<file path="src/sv/assert_macros.svh">
// Assertion helpers for the top-level RTL file.
`ifndef ASSERT_MACROS_SVH
`define ASSERT_MACROS_SVH
`ifndef SYNTHESIS
// Checks that a condition holds at every clock edge outside reset.
`define PTT_ASSERT_ALWAYS(label, clk, rst, cond) \
  label: assert property (@(posedge clk) disable iff (rst) (cond)) \
    else $error("assertion failed: label");
// Checks that a trigger implies a consequence at the same clock edge.
`define PTT_ASSERT_IMPL(label, clk, rst, trig, cons) \
  label: assert property (@(posedge clk) disable iff (rst) (trig) |-> (cons)) \
    else $error("assertion failed: label");
`else
`define PTT_ASSERT_ALWAYS(label, clk, rst, cond)
`define PTT_ASSERT_IMPL(label, clk, rst, trig, cons)
`endif
`endif

</file>
<file path="src/sv/ptt_pkg.sv">
`timescale 1ns / 1ps
package ptt_pkg;

  // Q30 fixed point value with headroom for sums up to just under eight in magnitude.
  typedef logic signed [33:0] q_t;
  typedef logic signed [15:0] out_t;

  // Stokes parameter codes.
  typedef enum logic [1:0] {
    FUNC_I = 2'd0,
    FUNC_Q = 2'd1,
    FUNC_U = 2'd2,
    FUNC_V = 2'd3
  } func_t;

  // One request after the front end has turned its angles into phases.
  typedef struct packed {
    func_t       func;
    logic [31:0] th_phase;
    logic [31:0] ch_phase;
    logic [31:0] ch2_phase;
    logic [31:0] gm2_phase;
  } item_t;

  localparam int CORDIC_STEPS = 30;
  localparam int CORDIC_LAT   = CORDIC_STEPS + 2;
  // Cycles from an accepted request to its result strobe.
  localparam int LATENCY      = CORDIC_LAT + 6;

  localparam q_t Q_ONE    = 34'sd1073741824;
  localparam q_t GAIN_INV = 34'sd652032874;
  localparam q_t C_K1     = 34'sd379625062;
  localparam q_t C_K3     = 34'sd1138875187;
  localparam q_t C_K2     = 34'sd929887697;
  localparam q_t C_K2H    = 34'sd464943848;
  localparam q_t C_KS     = 34'sd1315059792;
  localparam out_t T00_ONE = 16'sd16384;

  // Arctangent of 2^-i in units of 2^-32 turn.
  function automatic q_t atan_turn(input logic [4:0] idx);
    q_t r;
    case (idx)
      5'd0:  r = 34'sh20000000;
      5'd1:  r = 34'sh12E4051E;
      5'd2:  r = 34'sh09FB385B;
      5'd3:  r = 34'sh051111D4;
      5'd4:  r = 34'sh028B0D43;
      5'd5:  r = 34'sh0145D7E1;
      5'd6:  r = 34'sh00A2F61E;
      5'd7:  r = 34'sh00517C55;
      5'd8:  r = 34'sh0028BE53;
      5'd9:  r = 34'sh00145F2F;
      5'd10: r = 34'sh000A2F98;
      5'd11: r = 34'sh000517CC;
      5'd12: r = 34'sh00028BE6;
      5'd13: r = 34'sh000145F3;
      5'd14: r = 34'sh0000A2FA;
      5'd15: r = 34'sh0000517D;
      5'd16: r = 34'sh000028BE;
      5'd17: r = 34'sh0000145F;
      5'd18: r = 34'sh00000A30;
      5'd19: r = 34'sh00000518;
      5'd20: r = 34'sh0000028C;
      5'd21: r = 34'sh00000146;
      5'd22: r = 34'sh000000A3;
      5'd23: r = 34'sh00000051;
      5'd24: r = 34'sh00000029;
      5'd25: r = 34'sh00000014;
      5'd26: r = 34'sh0000000A;
      5'd27: r = 34'sh00000005;
      5'd28: r = 34'sh00000003;
      5'd29: r = 34'sh00000001;
      default: r = 34'sd0;
    endcase
    return r;
  endfunction

  // Q30 product, rounded to nearest with ties toward plus infinity.
  function automatic q_t qmul(input q_t a, input q_t b);
    logic signed [67:0] p;
    p = a * b + 68'sd536870912;
    return p[63:30];
  endfunction

  // Q30 to Q2.14, rounded and saturated.
  function automatic out_t to_out(input q_t v);
    q_t t;
    logic signed [17:0] r;
    t = v + 34'sd32768;
    r = t[33:16];
    if (r > 18'sd32767) begin
      return 16'sh7FFF;
    end else if (r < -18'sd32768) begin
      return 16'sh8000;
    end
    return r[15:0];
  endfunction

endpackage

</file>
<file path="src/sv/ptt_fifo.sv">
`timescale 1ns / 1ps
module ptt_fifo (
  input  logic           clk,
  input  logic           rst,
  input  logic           wr_en,
  input  ptt_pkg::item_t wr_item,
  output logic           full,
  input  logic           rd_en,
  output logic           rd_valid,
  output ptt_pkg::item_t rd_item
);

  ptt_pkg::item_t mem [0:1];
  logic       wr_ptr;
  logic       rd_ptr;
  logic [1:0] count;

  assign full     = (count == 2'd2);
  assign rd_valid = (count != 2'd0);
  assign rd_item  = mem[rd_ptr];

  // Two-entry queue pointers and fill count.
  always_ff @(posedge clk) begin
    if (rst) begin
      wr_ptr <= 1'b0;
      rd_ptr <= 1'b0;
      count  <= 2'd0;
    end else begin
      if (wr_en) begin
        wr_ptr <= ~wr_ptr;
      end
      if (rd_en) begin
        rd_ptr <= ~rd_ptr;
      end
      count <= count + 2'(wr_en) - 2'(rd_en);
    end
  end

  // Entry storage.
  always_ff @(posedge clk) begin
    if (wr_en) begin
      mem[wr_ptr] <= wr_item;
    end
  end

endmodule

</file>
<file path="config.mk">
export PLATFORM = sky130hd
export DESIGN_NAME = ptt_fifo
export DESIGN_NICKNAME = d
export VERILOG_FILES = /design/src/sv/assert_macros.svh /design/src/sv/ptt_pkg.sv /design/src/sv/ptt_fifo.sv
export SDC_FILE = /design/constraint.sdc
export NUM_CORES = 1
export LEC_CHECK = 0
export BUFFER_PORTS_ARGS = -buffer_cell sky130_fd_sc_hd__buf_2
export CORE_MARGIN = 8
export CORE_UTILIZATION = 52
export DETAILED_ROUTE_END_ITERATION = 10
export GPL_TIMING_DRIVEN = 1
export PLACE_DENSITY_LB_ADDON = 0.3
export SYNTH_ARGS = -nofsm -noshare
export SYNTH_HDL_FRONTEND = slang
export SYNTH_SLANG_ARGS = --single-unit
</file>
<file path="constraint.sdc">
create_clock -name clk -period 8.69 [get_ports clk]
set_input_delay 0.4345 -clock clk [delete_from_list [all_inputs] [get_ports clk]]
set_output_delay 0.4345 -clock clk [all_outputs]
set_load 0.02 [all_outputs]
</file>
Word-level counts from Yosys, hierarchy flattened --
Memories as Yosys holds them, arrays and structs flattened. A register that Yosys moved wholly into a read port is not among the register bits. Index checks and enable logic that the tools add are counted.
Operators by class: $add $sub $neg 2, equality and inequality tests 1, mux-type cells 4, bitwise logic cells 2, reductions and logical operators 1
Operators by type and width (number):
- $mux 1 | 4
- $add 2x1->2 | 1
- $eq 2x2->1 const B | 1
- $not 1->1 | 2
- $reduce_bool 2->1 | 1
- $sub 2x1->2 | 1
Storage, ports and cells: register bits after elaboration 4, bits in writable memories 260, input bits 134, output and inout port bits 132, memories kept 1
Memories:
- mem | words 2, width 130, read ports 1, clocked after memory_dff 1, wr ports 1, RTL line ptt_fifo.sv:13 | ptt_pkg::item_t mem [0:1];

Logic depth before layout (Yosys ltp) --
Gate-level depths: netlist (run 1).
word-level depth 3, depth in mapped cells 6, gate-level depth less buffers 6

Worst setup path before layout (run 1) --
Ideal clock, no wire load.
path type reg2reg, start point register wr_ptr, end point memory mem[0][0] (netlist name), enable pin, setup time 636 ps, arrival 6073 ps, data required time 8054 ps, path slack 1981 ps, cell stages (with the launch flop) 2, buffers on the path 0, cells stage by stage dfxtp_1 nor2b_1
RTL lines:
- start: declaration | RTL line ptt_fifo.sv:14 | logic wr_ptr;
- start signal: assignment | RTL line ptt_fifo.sv:30 | wr_ptr <= ~wr_ptr;
- end: declaration | RTL line ptt_fifo.sv:13
No word-level cell before the write port.

==> flow_summary.json, run 1 <==
{
  "status": "completed",
  "rows": 49,
  "rsz0062_at_grt": "no",
  "first_global_vias": 5397,
  "ys_seq_area_share_pct": 82.15,
  "synth_area_sq_um": 9625,
  "drt-pass1-iter-count": 4,
  "synth_area_per_cell_sq_um": 22.65,
  "period_needed_ns": 3.326,
  "setup.worst_path.class": "register to output pin",
  "relSlewSlack_pct": 31.21,
  "dp.cells": 909,
  "cts_hold_buffers": 0,
  "worstReg2RegEnd": "mem[0][57]",
  "hold_path_depth": 1,
  "yosysTopAreaCellShare_pct": 81.11,
  "die_width_um": 152.1,
  "synth_flop_cell": "edfxtp_1",
  "sw_frac_of_total_pct": 22.57,
  "grt.overflow.total": 0,
  "h-tree-depth": 1,
  "cts_setup_buffers": 0,
  "wl_per_cell_um": 20.34,
  "synth-edff-count": 260,
  "async_flop_share_pct": 0,
  "crit_fanout": 77,
  "synth_cell_types": 14,
  "ys_ff_latch": 265,
  "drtAntennaViolNets": 0,
  "power_density_nw_per_um2": 249.1,
  "r2r_slack_ns": 6.27,
  "cp-start-kind": "register",
  "hpwl_mm": 13.23,
  "root_buffer": "clkbuf_16",
  "yosys_warnings": 0,
  "maxCapViolCount": 0,
  "grt_max_degree": 78,
  "gp_congestion": 0.7336,
  "worst_slew_pin_slew_ns": 1.032,
  "cts_tree": "built",
  "p_int_mw": 2.319,
  "port_buffers": 265,
  "cts.sinks": 265,
  "cp.arrival_ns": 2.89,
  "synthCells": 425,
  "drc": 0,
  "grt_usage_pct": 16.43,
  "synth_top_area_cell": "edfxtp_1",
  "cts_made_buffers": 27,
  "start_util_pct": 53.22,
  "synth_nets": 561,
  "yosys-top-cells-area": "edfxtp_1 81%, mux2_2 15%, buf_6 1.2%",
  "leakagePower_nw": 4.532,
  "clockBufferDepth": 3,
  "die_h_um": 152.1,
  "viasPerCell": 5.143,
  "setup_ws_ns": 5.365,
  "tns_ns": 0,
  "dpl-instance-area_sq_um": 11150,
  "end_kind": "output pin",
  "min_period_over_period_pct": 38.27,
  "p_switching_uw": 676.1,
  "drt_first_iter_violations": 186,
  "fmax_ghz": 0.3007,
  "antenna_found_initial": 2,
  "yosysMostFrequentCell": "edfxtp_1",
  "skew_ns": 0.01670,
  "worstHoldStart": "wr_item[43]",
  "whs_ns": 0.1093,
  "area_growth_syn_to_layout_pct": 24.91,
  "setup_viol": 0,
  "ios": 266,
  "num_vias": 4932,
  "cts_resized": 0,
  "reg2reg_depth": 3,
  "worst_ep_required_time_ns": 8.26,
  "layout.nets": 845,
  "hold_viol": 0,
  "clk_pin_slew_ns": 0.06,
  "slew_violations": 0,
  "finalInstanceArea_sq_um": 12020,
  "die-area_sq_um": 23120,
  "post-place-ws_ns": 5.873,
  "pwr-share-clk_pct": 37.4,
  "drive_gt1_share_pct": 60.71,
  "insertion_delay_ns": 0.51,
  "fp.coreArea_sq_um": 18090,
  "p_comb_share_pct": 11.8,
  "fin_cells": 959,
  "routed_wl_mm": 19.51,
  "power_frac_seq_pct": 50.8,
  "hold_class": "input port to register",
  "min_to": "mem[1][43]",
  "ir_drop_mv": 0.1866,
  "grt_pass1_wl_mm": 30.06,
  "synthTopCellsByCount": "260 x edfxtp_1, 130 x mux2_2, 10 x buf_6",
  "crit-reg2reg-launch": "wr_ptr"
}
critical path, stage by stage (launching register included):
cell     delay [ns]
dfxtp_4        0.81
buf_4          0.85
mux2_2         0.45
buf_2          0.17
stage by stage:
stage          total power, mW  util, %
5_1_grt                  3.108    66.48
4_1_cts                  3.031    66.45
3_3_place_gp             1.895    61.63
2_1_floorplan            1.782        -
6_report                 2.995    66.48
3_5_place_dp             1.908    61.63
cell usage in the layout, fill, tap and decap left out, drive strengths merged:
cell type    n
mux2       130
edfxtp     260
ha           2
nor2         4
and2         1
clkinv       9
inv          2
nor2b        3
or2          1
clkbuf      36
xnor3        1
bufinv       3
xnor2        2
buf        269
dfxtp        5
diode        2
cell families after synthesis:
group / Yosys count / share of synthesized area [%]
fa+ha+maj: 2 / 0.2599
xor+xnor: 3 / 0.4160
mux: 130 / 15.21
buf+inv: 16 / 1.482
flops: 265 / 82.15
simple gates: 9 / 0.4810
power groups by stage:
stage	clock network (mW)	logic, mW	registers [mW]
3_3_place_gp	0	0.352	1.54
3_5_place_dp	0	0.359	1.55
6_report	1.12	0.355	1.52
2_1_floorplan	0	0.238	1.54
4_1_cts	1.15	0.361	1.52
5_1_grt	1.20	0.379	1.53
how the worst max path moves through the flow:
stage / from / endpoint / slack [ns] / depth (start not counted)
after CTS: register / rd_item[123] / 5.32 / 3
after floorplan: wr_ptr / mem[0][0] / 1.98 / 1
after detailed placement: register / rd_item[123] / 5.87 / 3
after global placement: register / rd_item[119] / 5.90 / 3
final: register / rd_item[119] / 5.36 / 3
after global routing: register / rd_item[92] / 5.21 / 3
per-layer routing:
layer	wire length, um	global-route usage [%]	vias to the layer above
met5	0	0	-
met4	347	4.236	0
met3	1436	5.190	26
met2	10100	29.05	197
met1	7628	19.05	2450
li1	-	-	2259
flip-flops by register name, indices dropped and copies added (netlist names), named ones only:
name and flops:
count 2, mem 260, rd_ptr 1, wr_ptr 1
final cells by class:
cell class                      instances  area, sq um
Timing Repair Buffer                  269         1356
Sequential cell                       265         7911
Tap cell                              229        286.5
Inverter                                2        7.507
Multi-Input combinational cell        144         1585
Fill cell                            1223         6063
Clock inverter                         12        131.4
Clock buffer                           36        739.5
Antenna cell                            2        5.005
Power figures use the tool's default switching activity.
==> inputs of run 2 (changes only) <==
clock period = 3.5 ns   (was 8.69 ns; I/O delays follow)
==> flow_summary.json, run 2 (synthesized netlist as in run 1, its figures left out) <==
{
  "status": "completed",
  "largest_reg_flops": 260,
  "hold_viol": 0,
  "layout_commonest_cell": "buf_2",
  "grt.overflow.total": 0,
  "ios": 266,
  "clockBufferDepth": 3,
  "antenna_found_initial": 0,
  "die_width_um": 152.1,
  "hold_class": "input port to register",
  "fp.coreArea_sq_um": 18090,
  "start_util_pct": 53.22,
  "drtAntennaViolNets": 0,
  "sw_frac_of_total_pct": 23.83,
  "whs_ns": 0.3726,
  "viasPerCell": 5.149,
  "grt_usage_pct": 19.14,
  "layout.nets": 978,
  "insertion_delay_ns": 0.52,
  "setup.worst_path.class": "register to output pin",
  "cts_hold_buffers": 133,
  "power_density_nw_per_um2": 569.0,
  "h-tree-depth": 1,
  "end_kind": "output pin",
  "die_h_um": 152.1,
  "root_buffer": "clkbuf_16",
  "mostFrequentLayoutCells": "265 x buf_2, 260 x edfxtp_1, 133 x dlygate4sd3_1, 130 x mux2_2, 27 x clkbuf_16",
  "routed_wl_mm": 22.94,
  "cp.arrival_ns": 2.17,
  "cts_tree": "built",
  "die-area_sq_um": 23120,
  "cts_made_buffers": 27,
  "cts_setup_buffers": 0,
  "regMostFlops": "mem",
  "p_comb_share_pct": 13.7,
  "seq_area_sq_um": 7911,
  "leakagePower_nw": 5.092,
  "p_int_mw": 5.804,
  "grt_max_degree": 131,
  "grt_pass1_wl_mm": 35.05,
  "power_frac_seq_pct": 49.4,
  "clk_pin_slew_ns": 0.07,
  "drt_first_iter_violations": 307,
  "post-place-ws_ns": 1.587,
  "tns_ns": 0,
  "num_vias": 5628,
  "cp-start-kind": "register",
  "area_growth_syn_to_layout_pct": 39.14,
  "rows": 49,
  "port_buffers": 265,
  "rsz0062_at_grt": "no",
  "ir_drop_mv": 0.4844,
  "drc": 0,
  "relSlewSlack_pct": 49.66,
  "gp_congestion": 0.7486,
  "hpwl_mm": 13.05,
  "drt-pass1-iter-count": 4,
  "period_needed_ns": 2.343,
  "fillers": 1006,
  "utilization_pct": 74.05,
  "cts.sinks": 265,
  "setup_ws_ns": 1.157,
  "maxCapViolCount": 0,
  "slew_violations": 0,
  "drive_gt1_share_pct": 51.45,
  "worst_ep_required_time_ns": 3.32,
  "multi_input_area_sq_um": 1585,
  "setup_viol": 0,
  "wl_per_cell_um": 20.99,
  "first_global_vias": 6277,
  "pwr-share-clk_pct": 36.8,
  "crit_fanout": 37,
  "worst_slew_pin_slew_ns": 0.7551,
  "reg.largest.list": "mem (260), count (2)",
  "min_period_over_period_pct": 66.95,
  "skew_ns": 0.01493,
  "fmax_ghz": 0.4267,
  "p_switching_mw": 1.816,
  "cts_resized": 0,
  "power_mw": 7.620
}
run 2: power groups by stage:
stage	clock network [mW]	logic, mW	registers, mW
CTS	2.82	1.04	3.76
floorplan	0	0.592	3.81
global placement	0	0.893	3.82
global route	2.98	1.11	3.78
detailed placement	0	0.912	3.83
finish	2.81	1.05	3.77
run 2: cell type report:
type,instances,area share (%)
diodes,1,0.01868
clock buffers,29,5.101
clock inverters,21,1.429
inverters,2,0.05605
multi-input cells,144,11.84
flip-flops and latches,265,59.07
well taps,229,2.139
repair buffers,402,20.35
run 2: layer usage:
layer / vias up / global-route usage (%) / part of all wire [%]
met5: - / 0 / 0
met4: 0 / 5.759 / 2.4
met3: 42 / 5.559 / 8.1
met2: 255 / 34.35 / 51
met1: 2797 / 21.75 / 38
li1: 2534 / - / -
run 2: metrics by stage:
| step | instance area (sq um) | instances |
|---|---|---|
| after floorplan | 9634 | 425 |
| after global placement | 11180 | 909 |
| after detailed placement | 11180 | 909 |
| after CTS | 13390 | 1092 |
| after global routing | 13390 | 1092 |
| final | 13390 | 1093 |
run 2: worst max-delay path: stages, from the launching register on:
cell	delay, ns
dfxtp_4	0.54
buf_4	0.48
mux2_2	0.41
buf_2	0.17
run 2: worst paths after layout:
kind                             startpoint          end  slack [ns]  cells after the start
worst max-delay path               register  rd_item[38]        1.16                      3
worst min-delay path            wr_item[31]   mem[1][31]        0.37                      2
worst max register to register       wr_ptr   mem[1][70]        1.61                      2
worst min register to register       rd_ptr       rd_ptr        0.54                      2
