<file path="config.mk">
export PLATFORM = sky130hd
export DESIGN_NAME = ptt_front
export DESIGN_NICKNAME = d
export VERILOG_FILES = /design/src/sv/assert_macros.svh /design/src/sv/ptt_pkg.sv /design/src/sv/ptt_front.sv
export SDC_FILE = /design/constraint.sdc
export NUM_CORES = 1
export LEC_CHECK = 0
export BUFFER_PORTS_ARGS = -buffer_cell sky130_fd_sc_hd__buf_2
export CORE_MARGIN = 4
export CORE_UTILIZATION = 25
export DETAILED_ROUTE_END_ITERATION = 16
export PLACE_DENSITY = 0.54
export SYNTH_ARGS = -nofsm -noshare
export SYNTH_HDL_FRONTEND = slang
export SYNTH_SLANG_ARGS = --single-unit
export TNS_END_PERCENT = 5
</file>
<file path="constraint.sdc">
create_clock -name clk -period 0.8 [get_ports clk]
set_input_delay 0.04 -clock clk [delete_from_list [all_inputs] [get_ports clk]]
set_output_delay 0.04 -clock clk [all_outputs]
set_load 0.02 [all_outputs]
</file>
<file path="src/sv/assert_macros.svh">
// Assertion helpers for the top-level RTL file.
`ifndef ASSERT_MACROS_SVH
`define ASSERT_MACROS_SVH
`ifndef SYNTHESIS
// Checks that a condition holds at every clock edge outside reset.
`define PTT_ASSERT_ALWAYS(label, clk, rst, cond) \
  label: assert property (@(posedge clk) disable iff (rst) (cond)) \
    else $error("assertion failed: label");
// Checks that a trigger implies a consequence at the same clock edge.
`define PTT_ASSERT_IMPL(label, clk, rst, trig, cons) \
  label: assert property (@(posedge clk) disable iff (rst) (trig) |-> (cons)) \
    else $error("assertion failed: label");
`else
`define PTT_ASSERT_ALWAYS(label, clk, rst, cond)
`define PTT_ASSERT_IMPL(label, clk, rst, trig, cons)
`endif
`endif

</file>
<file path="src/sv/ptt_pkg.sv">
`timescale 1ns / 1ps
package ptt_pkg;

  // Q30 fixed point value with headroom for sums up to just under eight in magnitude.
  typedef logic signed [33:0] q_t;
  typedef logic signed [15:0] out_t;

  // Stokes parameter codes.
  typedef enum logic [1:0] {
    FUNC_I = 2'd0,
    FUNC_Q = 2'd1,
    FUNC_U = 2'd2,
    FUNC_V = 2'd3
  } func_t;

  // One request after the front end has turned its angles into phases.
  typedef struct packed {
    func_t       func;
    logic [31:0] th_phase;
    logic [31:0] ch_phase;
    logic [31:0] ch2_phase;
    logic [31:0] gm2_phase;
  } item_t;

  localparam int CORDIC_STEPS = 30;
  localparam int CORDIC_LAT   = CORDIC_STEPS + 2;
  // Cycles from an accepted request to its result strobe.
  localparam int LATENCY      = CORDIC_LAT + 6;

  localparam q_t Q_ONE    = 34'sd1073741824;
  localparam q_t GAIN_INV = 34'sd652032874;
  localparam q_t C_K1     = 34'sd379625062;
  localparam q_t C_K3     = 34'sd1138875187;
  localparam q_t C_K2     = 34'sd929887697;
  localparam q_t C_K2H    = 34'sd464943848;
  localparam q_t C_KS     = 34'sd1315059792;
  localparam out_t T00_ONE = 16'sd16384;

  // Arctangent of 2^-i in units of 2^-32 turn.
  function automatic q_t atan_turn(input logic [4:0] idx);
    q_t r;
    case (idx)
      5'd0:  r = 34'sh20000000;
      5'd1:  r = 34'sh12E4051E;
      5'd2:  r = 34'sh09FB385B;
      5'd3:  r = 34'sh051111D4;
      5'd4:  r = 34'sh028B0D43;
      5'd5:  r = 34'sh0145D7E1;
      5'd6:  r = 34'sh00A2F61E;
      5'd7:  r = 34'sh00517C55;
      5'd8:  r = 34'sh0028BE53;
      5'd9:  r = 34'sh00145F2F;
      5'd10: r = 34'sh000A2F98;
      5'd11: r = 34'sh000517CC;
      5'd12: r = 34'sh00028BE6;
      5'd13: r = 34'sh000145F3;
      5'd14: r = 34'sh0000A2FA;
      5'd15: r = 34'sh0000517D;
      5'd16: r = 34'sh000028BE;
      5'd17: r = 34'sh0000145F;
      5'd18: r = 34'sh00000A30;
      5'd19: r = 34'sh00000518;
      5'd20: r = 34'sh0000028C;
      5'd21: r = 34'sh00000146;
      5'd22: r = 34'sh000000A3;
      5'd23: r = 34'sh00000051;
      5'd24: r = 34'sh00000029;
      5'd25: r = 34'sh00000014;
      5'd26: r = 34'sh0000000A;
      5'd27: r = 34'sh00000005;
      5'd28: r = 34'sh00000003;
      5'd29: r = 34'sh00000001;
      default: r = 34'sd0;
    endcase
    return r;
  endfunction

  // Q30 product, rounded to nearest with ties toward plus infinity.
  function automatic q_t qmul(input q_t a, input q_t b);
    logic signed [67:0] p;
    p = a * b + 68'sd536870912;
    return p[63:30];
  endfunction

  // Q30 to Q2.14, rounded and saturated.
  function automatic out_t to_out(input q_t v);
    q_t t;
    logic signed [17:0] r;
    t = v + 34'sd32768;
    r = t[33:16];
    if (r > 18'sd32767) begin
      return 16'sh7FFF;
    end else if (r < -18'sd32768) begin
      return 16'sh8000;
    end
    return r[15:0];
  endfunction

endpackage

</file>
<file path="src/sv/ptt_front.sv">
`timescale 1ns / 1ps
module ptt_front (
  input  logic                clk,
  input  logic                rst,
  input  logic                accept,
  input  logic [1:0]          func,
  input  logic [15:0]         polar_angle,
  input  logic [15:0]         azimuth_angle,
  input  logic                cfg_wr_en,
  input  logic [15:0]         cfg_wr_data,
  input  logic                push_ready,
  output logic                push_valid,
  output ptt_pkg::item_t      push_item
);

  logic [15:0] reference_angle;

  // The reference angle register.
  always_ff @(posedge clk) begin
    if (rst) begin
      reference_angle <= '0;
    end else if (cfg_wr_en) begin
      reference_angle <= cfg_wr_data;
    end
  end

  // Hold one classified request until the queue takes it.
  always_ff @(posedge clk) begin
    if (rst) begin
      push_valid <= 1'b0;
    end else if (accept) begin
      push_valid <= 1'b1;
    end else if (push_ready) begin
      push_valid <= 1'b0;
    end
  end

  // Angles become 32-bit phases; doubled angles wrap modulo one turn.
  always_ff @(posedge clk) begin
    if (accept) begin
      push_item.func      <= ptt_pkg::func_t'(func);
      push_item.th_phase  <= {polar_angle, 16'd0};
      push_item.ch_phase  <= {azimuth_angle, 16'd0};
      push_item.ch2_phase <= {azimuth_angle[14:0], 17'd0};
      push_item.gm2_phase <= {reference_angle[14:0], 17'd0};
    end
  end

endmodule

</file>
**Word-level counts from Yosys, hierarchy flattened**

Cells that the tools add are included.
W data, S select, Z words.

- Bits in registers: 80
- Logic and storage cells: 10
- Output and inout port bits: 131
- Bits of input ports: 55

- Muxes and demuxes: 2
- Reductions and logical operators: 1

Operators by type and width:

| operator | count |
|---|---|
| $mux W1 | 2 |
| $reduce_bool A2 Y1 | 1 |

**Longest topological paths before layout**

Gate-level depths: netlist of run 1.

- Word-level depth: 2
- Depth in mapped cells: 4
- Depth with buffers taken out: 2

**Worst setup path after synthesis of run 1**

OpenSTA, ideal clock, no wires.

- Path kind: register to output
- Start: register push_item[49] (netlist name)
- End: output port push_item[80] (netlist bit)
- Data required time: 0.760 ns
- Slack: 0.093 ns
- Cell stages (with the launch flop): 2
- Arrival time: 0.667 ns
- Path buffers: 1
- Cell sequence: edfxtp_1 buf_4

RTL lines:

| item | RTL line | text |
|---|---|---|
| to (decl) | ptt_front.sv:13 | `output ptt_pkg::item_t push_item` |

**Worst setup path after layout of run 1**

- Start: register push_item[52] (netlist bit)
- End: output port push_item[52] (netlist bit)

No word-level cell between the ends.

==> results of run 1 <==
[per-stage QoR]
step / hold slack [ns] / instances
floorplan: 0.139 / 249
global placement: 0.217 / 421
detailed placement: 0.218 / 421
CTS: 0.0844 / 487
global route: 0.106 / 487
finish: 0.0932 / 487
[flip-flops by register name (all words and copies together) (netlist names)]
signal and cells:
push_item 49, push_valid 1, reference_angle 15
[where the power goes]
group | internal (mW) | switching, mW
clock | 1.12 | 1.27
combinational | 0.493 | 0.873
sequential | 3.88 | 0.0828
[worst paths after layout]
kind	startpoint	to	slack [ns]	depth (start not counted)
worst max-delay path	push_item[52]$_DFFE_PP_	push_item[52]	-0.16	1
worst min-delay path	rst	reference_angle[1]$_SDFFE_PP0P_	0.09	2
worst min register to register	reference_angle[8]$_SDFFE_PP0P_	push_item[25]$_DFFE_PP_	0.43	0
worst max register to register	reference_angle[0]$_SDFFE_PP0P_	reference_angle[0]$_SDFFE_PP0P_	0.17	2
[cell families after synthesis]
| kind of cell | synth area share, % |
|---|---|
| buffers and inverters | 24.5 |
| flip-flops | 67.2 |
| multiplexers | 5.63 |
| AO/OA/AOI/OAI | 0.188 |
| AND/OR/NAND/NOR | 2.35 |
| other | 0.141 |
[per-layer routing]
layer / global-route usage, % / up-vias / wire length, um / share of wire, %
met5: 0 / - / 0 / 0
met4: 3.65 / 0 / 32 / 0.54
met3: 4.59 / 2 / 780 / 13
met2: 15.2 / 125 / 2820 / 48
met1: 10.3 / 750 / 2270 / 38
li1: - / 796 / - / -
[repair_timing]
action | CTS | global route
gates resized for setup | 3 | 2
hold buffers | 50 | 0
endpoints found under the hold margin | 50 | 0
setup endpoints to repair | 65 | 65
[final cells by class]
type / count / area, um2 / area share, %
well taps: 136 / 170 / 4.52
multi-input cells: 98 / 465 / 12.4
inverters: 1 / 3.75 / 0.0997
repair buffers: 171 / 1160 / 30.9
clock buffers: 9 / 124 / 3.29
clock inverters: 7 / 46.3 / 1.23
flip-flops and latches: 65 / 1790 / 47.6
[placed cells by master, fill, tap and decap left out]
cell type / netlist / routed
a21oi_1: 1 / 1
dfxtp_2: 0 / 1
dfxtp_1: 16 / 15
buf_6: 1 / 2
conb_1: 1 / 66
edfxtp_1: 49 / 49
clkinvlp_4: 0 / 3
dlygate4sd3_1: 0 / 50
nor2_1: 15 / 15
clkinv_2: 0 / 3
buf_12: 1 / 3
buf_2: 1 / 116
nand2b_1: 1 / 1
inv_1: 1 / 1
inv_6: 0 / 1
clkbuf_8: 0 / 9
mux2i_1: 15 / 15
==> results.py, run 1 <==
metrics = {
    "status": {
        "status": "complete, but fails checks",
        "failed_checks": "setup timing",
    },
    "logic_synthesis": {
        "ys_top_cells_by_count": "buf_4 (81), edfxtp_1 (49), dfxtp_1 (16), mux2i_1 (15), nor2_1 (15)",
        "synth_edf_count": 49,
        "ys_warn_count": 0,
        "synthArstFlopShare_pct": 0,
        "syn_area_um2": 2670,
        "yosysUniqueCellTypes": 13,
        "yosys.cell_count.top_type": "buf_4",
        "synth_top_area_share_pct": 55.2,
        "synth.area.top_cells": "edfxtp_1 (55%), buf_4 (23%), dfxtp_1 (12%)",
        "syn_area_per_cell_um2": 14.5,
        "ys.flop_type": "edfxtp_1",
        "synth_seq_cells": 65,
        "yosysTopAreaCell": "edfxtp_1",
        "synth_cells": 184,
        "synth_seq_area_share_pct": 67.2,
    },
    "placement": {
        "dpl_worst_slack_ns": 0.0765,
        "globalplace.congestion": 0.788,
        "dp_hpwl_um": 4210,
        "port_buffers": 118,
        "postPlaceCellArea_um2": 3080,
    },
    "routing": {
        "antenna_left": 0,
        "first_iter_violations": 108,
        "post_drt_wl_per_cell_um": 12.1,
        "dr.pass1.iters": 4,
        "via_per_inst": 3.44,
        "drc": 0,
        "wl_um": 5900,
        "vias": 1673,
    },
    "setup_path": {
        "cp.arrival_ns": 0.92,
        "crit_buf_inv": 1,
        "cpPeakStageDelay_ns": 0.41,
        "critPathLaunchType": "flip-flop",
        "required_ns": 0.76,
        "cpMaxStageDelayCell": "edfxtp_1",
        "critPathKind": "flip-flop to output port",
        "path_cells": "buf_2",
        "crit_fanout": 2,
        "endpoint_kind": "output port",
        "cpLargestDelayFamily": "flip-flops",
    },
    "sta": {
        "fin_tns_setup_ns": -6.96,
        "setup_violations": 65,
        "max_freq_ghz": 1.05,
        "fin_crit_sh_pct": 120,
        "hold_viol": 0,
        "rsz0062_at_grt": "yes",
        "setup_slack_ns": -0.156,
        "finClkSkew_ns": 0.00519,
        "final_max_slew_viol_count": 0,
        "finalCriticalPeriod_ns": 0.956,
    },
    "layout": {
        "final_util_pct": 36.3,
        "fillers": 1025,
        "nNetsFinal": 401,
        "synthToLayoutAreaGrowth_pct": 41.3,
        "finish.instance_area_um2": 3770,
        "drive_above_1_share_pct": 39.3,
        "antenna_cells": 0,
    },
    "global_route": {
        "grt_overflow": 0,
        "track_usage_pct": 9.28,
        "grt_max_degree": 28,
        "grt_pass1_wl_um": 8850,
        "antenna_found_initial": 0,
        "grt_pass1_vias": 1631,
    },
    "cts": {
        "htreeDepth": 3,
        "cts_tree": "done",
        "cts_sinks": 65,
        "cts-root-buf": "clkbuf_8",
        "cts_max_path_buffers": 2,
        "clkSlewWorstSetupHoldPaths_ns": 0.08,
        "clk_latency_ns": 0.33,
        "cts_made_buffers": 9,
        "postCtsSetupBuffers": 0,
    },
    "job": {
        "drv_cap": 0,
    },
    "hold_path": {
        "worstHoldPathType": "input pin to flip-flop",
    },
    "floorplanning": {
        "die_y_um": 111,
        "core_um2": 10400,
        "dieArea_um2": 12400,
        "pin_count": 186,
        "rows": 37,
        "initial_core_util_pct": 25.7,
        "die-width_um": 111,
    },
    "pwr": {
        "ir_worst_vdd_uv": 874,
        "p_per_area_nw_per_um2": 2050,
        "power_leakage_nw": 1.75,
        "totalPowerFinal_mw": 7.72,
    },
}
Note: power is estimated with default switching activity, not from simulation.
==> run 2, diff against run 1 <==
--- a/config.mk
+++ b/config.mk
@@ -10,6 +10,7 @@
 export CORE_UTILIZATION = 25
 export DETAILED_ROUTE_END_ITERATION = 16
 export PLACE_DENSITY = 0.54
+export SETUP_SLACK_MARGIN = 0.05
 export SYNTH_ARGS = -nofsm -noshare
 export SYNTH_HDL_FRONTEND = slang
 export SYNTH_SLANG_ARGS = --single-unit
==> constraint.sdc (replaced) <==
create_clock -name clk -period 0.8 [get_ports clk]
set_input_delay 0.12 -clock clk [delete_from_list [all_inputs] [get_ports clk]]
set_output_delay 0.12 -clock clk [all_outputs]
set_load 0.02 [all_outputs]
==> results.py, run 2 (same netlist as run 1, synthesis figures left out) <==
metrics = {
    "status": {
        "status": "complete, but fails checks",
        "failed_checks": "setup timing",
    },
    "cts": {
        "cts_max_path_buffers": 2,
        "clk_latency_ns": 0.33,
        "cts_tree": "done",
        "cts_made_buffers": 9,
        "clkSlewWorstSetupHoldPaths_ns": 0.07,
        "cts_sinks": 65,
        "cts-root-buf": "clkbuf_8",
        "htreeDepth": 3,
        "postCtsSetupBuffers": 0,
    },
    "global_route": {
        "grt_max_degree": 35,
        "grt_overflow": 0,
        "grt_pass1_vias": 1611,
        "grt_pass1_wl_um": 8520,
        "track_usage_pct": 8.91,
        "antenna_found_initial": 1,
    },
    "placement": {
        "globalplace.congestion": 0.800,
        "postPlaceCellArea_um2": 3110,
        "dp_hpwl_um": 4160,
        "port_buffers": 118,
    },
    "setup_path": {
        "crit_fanout": 2,
        "cp.arrival_ns": 0.92,
        "cp.depth": 1,
        "r2r_cells": 2,
        "critPathKind": "flip-flop to output port",
        "endpoint_kind": "output port",
        "reg2reg_slack_ns": 0.19,
        "r2r_end": "reference_angle[1]$_SDFFE_PP0P_",
        "cpLargestDelayFamily": "flip-flops",
        "cpPeakStageDelay_ns": 0.41,
        "required_ns": 0.68,
        "path_cells": "buf_2",
        "r2r-start": "reference_angle[1]$_SDFFE_PP0P_",
        "crit_buf_inv": 1,
        "cpMaxStageDelayCell": "edfxtp_1",
        "critPathLaunchType": "flip-flop",
    },
    "layout": {
        "final_common_cell": "buf_2",
        "nNetsFinal": 387,
        "synthToLayoutAreaGrowth_pct": 38.7,
        "final_cell_mix": "buf_2 (115), conb_1 (66), edfxtp_1 (49)",
        "drive_above_1_share_pct": 41.5,
        "antenna_cells": 0,
        "largest_register_ffs": 49,
        "top_register": "push_item",
        "largestRegisters": "push_item x49, reference_angle x15, push_valid x1",
        "final_util_pct": 35.7,
        "fillers": 1038,
        "finish.instance_area_um2": 3700,
    },
    "hold_path": {
        "min_path_cells": 3,
        "worstHoldEndpoint": "reference_angle[14]$_SDFFE_PP0P_",
        "worstHoldPathType": "input pin to flip-flop",
        "hold_start": "cfg_wr_data[14]",
    },
    "sta": {
        "setup_slack_ns": -0.238,
        "finClkSkew_ns": 0.00667,
        "fin_crit_sh_pct": 130,
        "setup_violations": 65,
        "final_max_slew_viol_count": 0,
        "rsz0062_at_grt": "yes",
        "max_freq_ghz": 0.963,
        "finalCriticalPeriod_ns": 1.04,
        "holdWs_ns": 0.0279,
        "hold_viol": 0,
    },
    "job": {
        "drv_cap": 0,
    },
    "pwr": {
        "p_int_mw": 6.19,
        "pwr-share-comb_pct": 15.7,
        "power_leakage_nw": 1.73,
        "p_switching_mw": 2.22,
        "netSwitchingFraction_pct": 26.3,
        "ir_worst_vdd_uv": 923,
        "seqPwrFrac_pct": 47.2,
        "clockPowerShare_pct": 37.1,
        "p_per_area_nw_per_um2": 2270,
    },
    "routing": {
        "via_per_inst": 3.49,
        "post_drt_wl_per_cell_um": 12.0,
        "wl_um": 5680,
        "antenna_left": 0,
        "vias": 1652,
        "dr.pass1.iters": 3,
        "drc": 0,
        "first_iter_violations": 63,
    },
    "floorplanning": {
        "core_um2": 10400,
        "die-width_um": 111,
        "dieArea_um2": 12400,
        "initial_core_util_pct": 25.7,
        "pin_count": 186,
        "die_y_um": 111,
        "rows": 37,
    },
}
run 2: cell count changes in the layout (fill, tap and decap cells not counted), moves of 2 or more:
cell,previous run,this run
clkinv_2,3,1
dlygate4sd3_1,50,34
clkinvlp_4,3,1
bufinv_16,0,2
run 2: metal layers:
metal	GRT usage (%)	wire length (um)	vias up
met3	4.91	769	7
met5	0	13	-
li1	-	-	769
met2	14.6	2640	136
met1	9.88	2210	738
met4	2.92	46	2
run 2: repair_timing:
| action | CTS | global route |
|---|---|---|
| pin swaps | 0 | 0 |
| gates resized for setup | 7 | 0 |
| endpoints found under the setup margin | 65 | 65 |
| hold endpoints to repair | 34 | 0 |
| hold buffers | 34 | 0 |
run 2: power groups by stage:
stage | registers, mW | clock network [mW] | logic (mW)
finish | 3.97 | 3.12 | 1.32
detailed placement | 4.04 | 0 | 1.18
floorplan | 4.30 | 0 | 0.820
global route | 4.00 | 3.44 | 1.41
global placement | 4.03 | 0 | 1.18
CTS | 3.97 | 3.28 | 1.32
run 2: final cells by class:
type                            instances  area, um2  share of cell area [%]
Clock buffer                           10        138                    3.72
Clock inverter                          6       90.1                    2.44
Inverter                                1       3.75                   0.102
Multi-Input combinational cell         98        465                    12.6
Sequential cell                        65       1790                    48.5
Tap cell                              136        170                    4.60
Timing Repair Buffer                  157       1040                    28.1
run 2: worst max path at each step:
stage | slack (ns) | start | end
6_report | -0.24 | push_item[94]$_DFFE_PP_ | push_item[63]
5_1_grt | -0.30 | push_item[94]$_DFFE_PP_ | push_item[63]
4_1_cts | -0.28 | push_item[94]$_DFFE_PP_ | push_item[63]
3_5_place_dp | -0.001 | accept | push_item[19]$_DFFE_PP_
3_3_place_gp | -0.001 | accept | push_item[19]$_DFFE_PP_
2_1_floorplan | 0.02 | push_item[49]$_DFFE_PP_ | push_item[80]
run 2: through the flow:
step	TNS (ns)	cells	setup slack (ns)	total power, mW
finish	-12.16	473	-0.238	8.41
global route	-16.10	473	-0.300	8.84
CTS	-14.12	473	-0.276	8.57
detailed placement	-0.00716	423	-0.00105	5.22
global placement	-0.0128	423	-0.00149	5.21
floorplan	0	249	0.0230	5.12
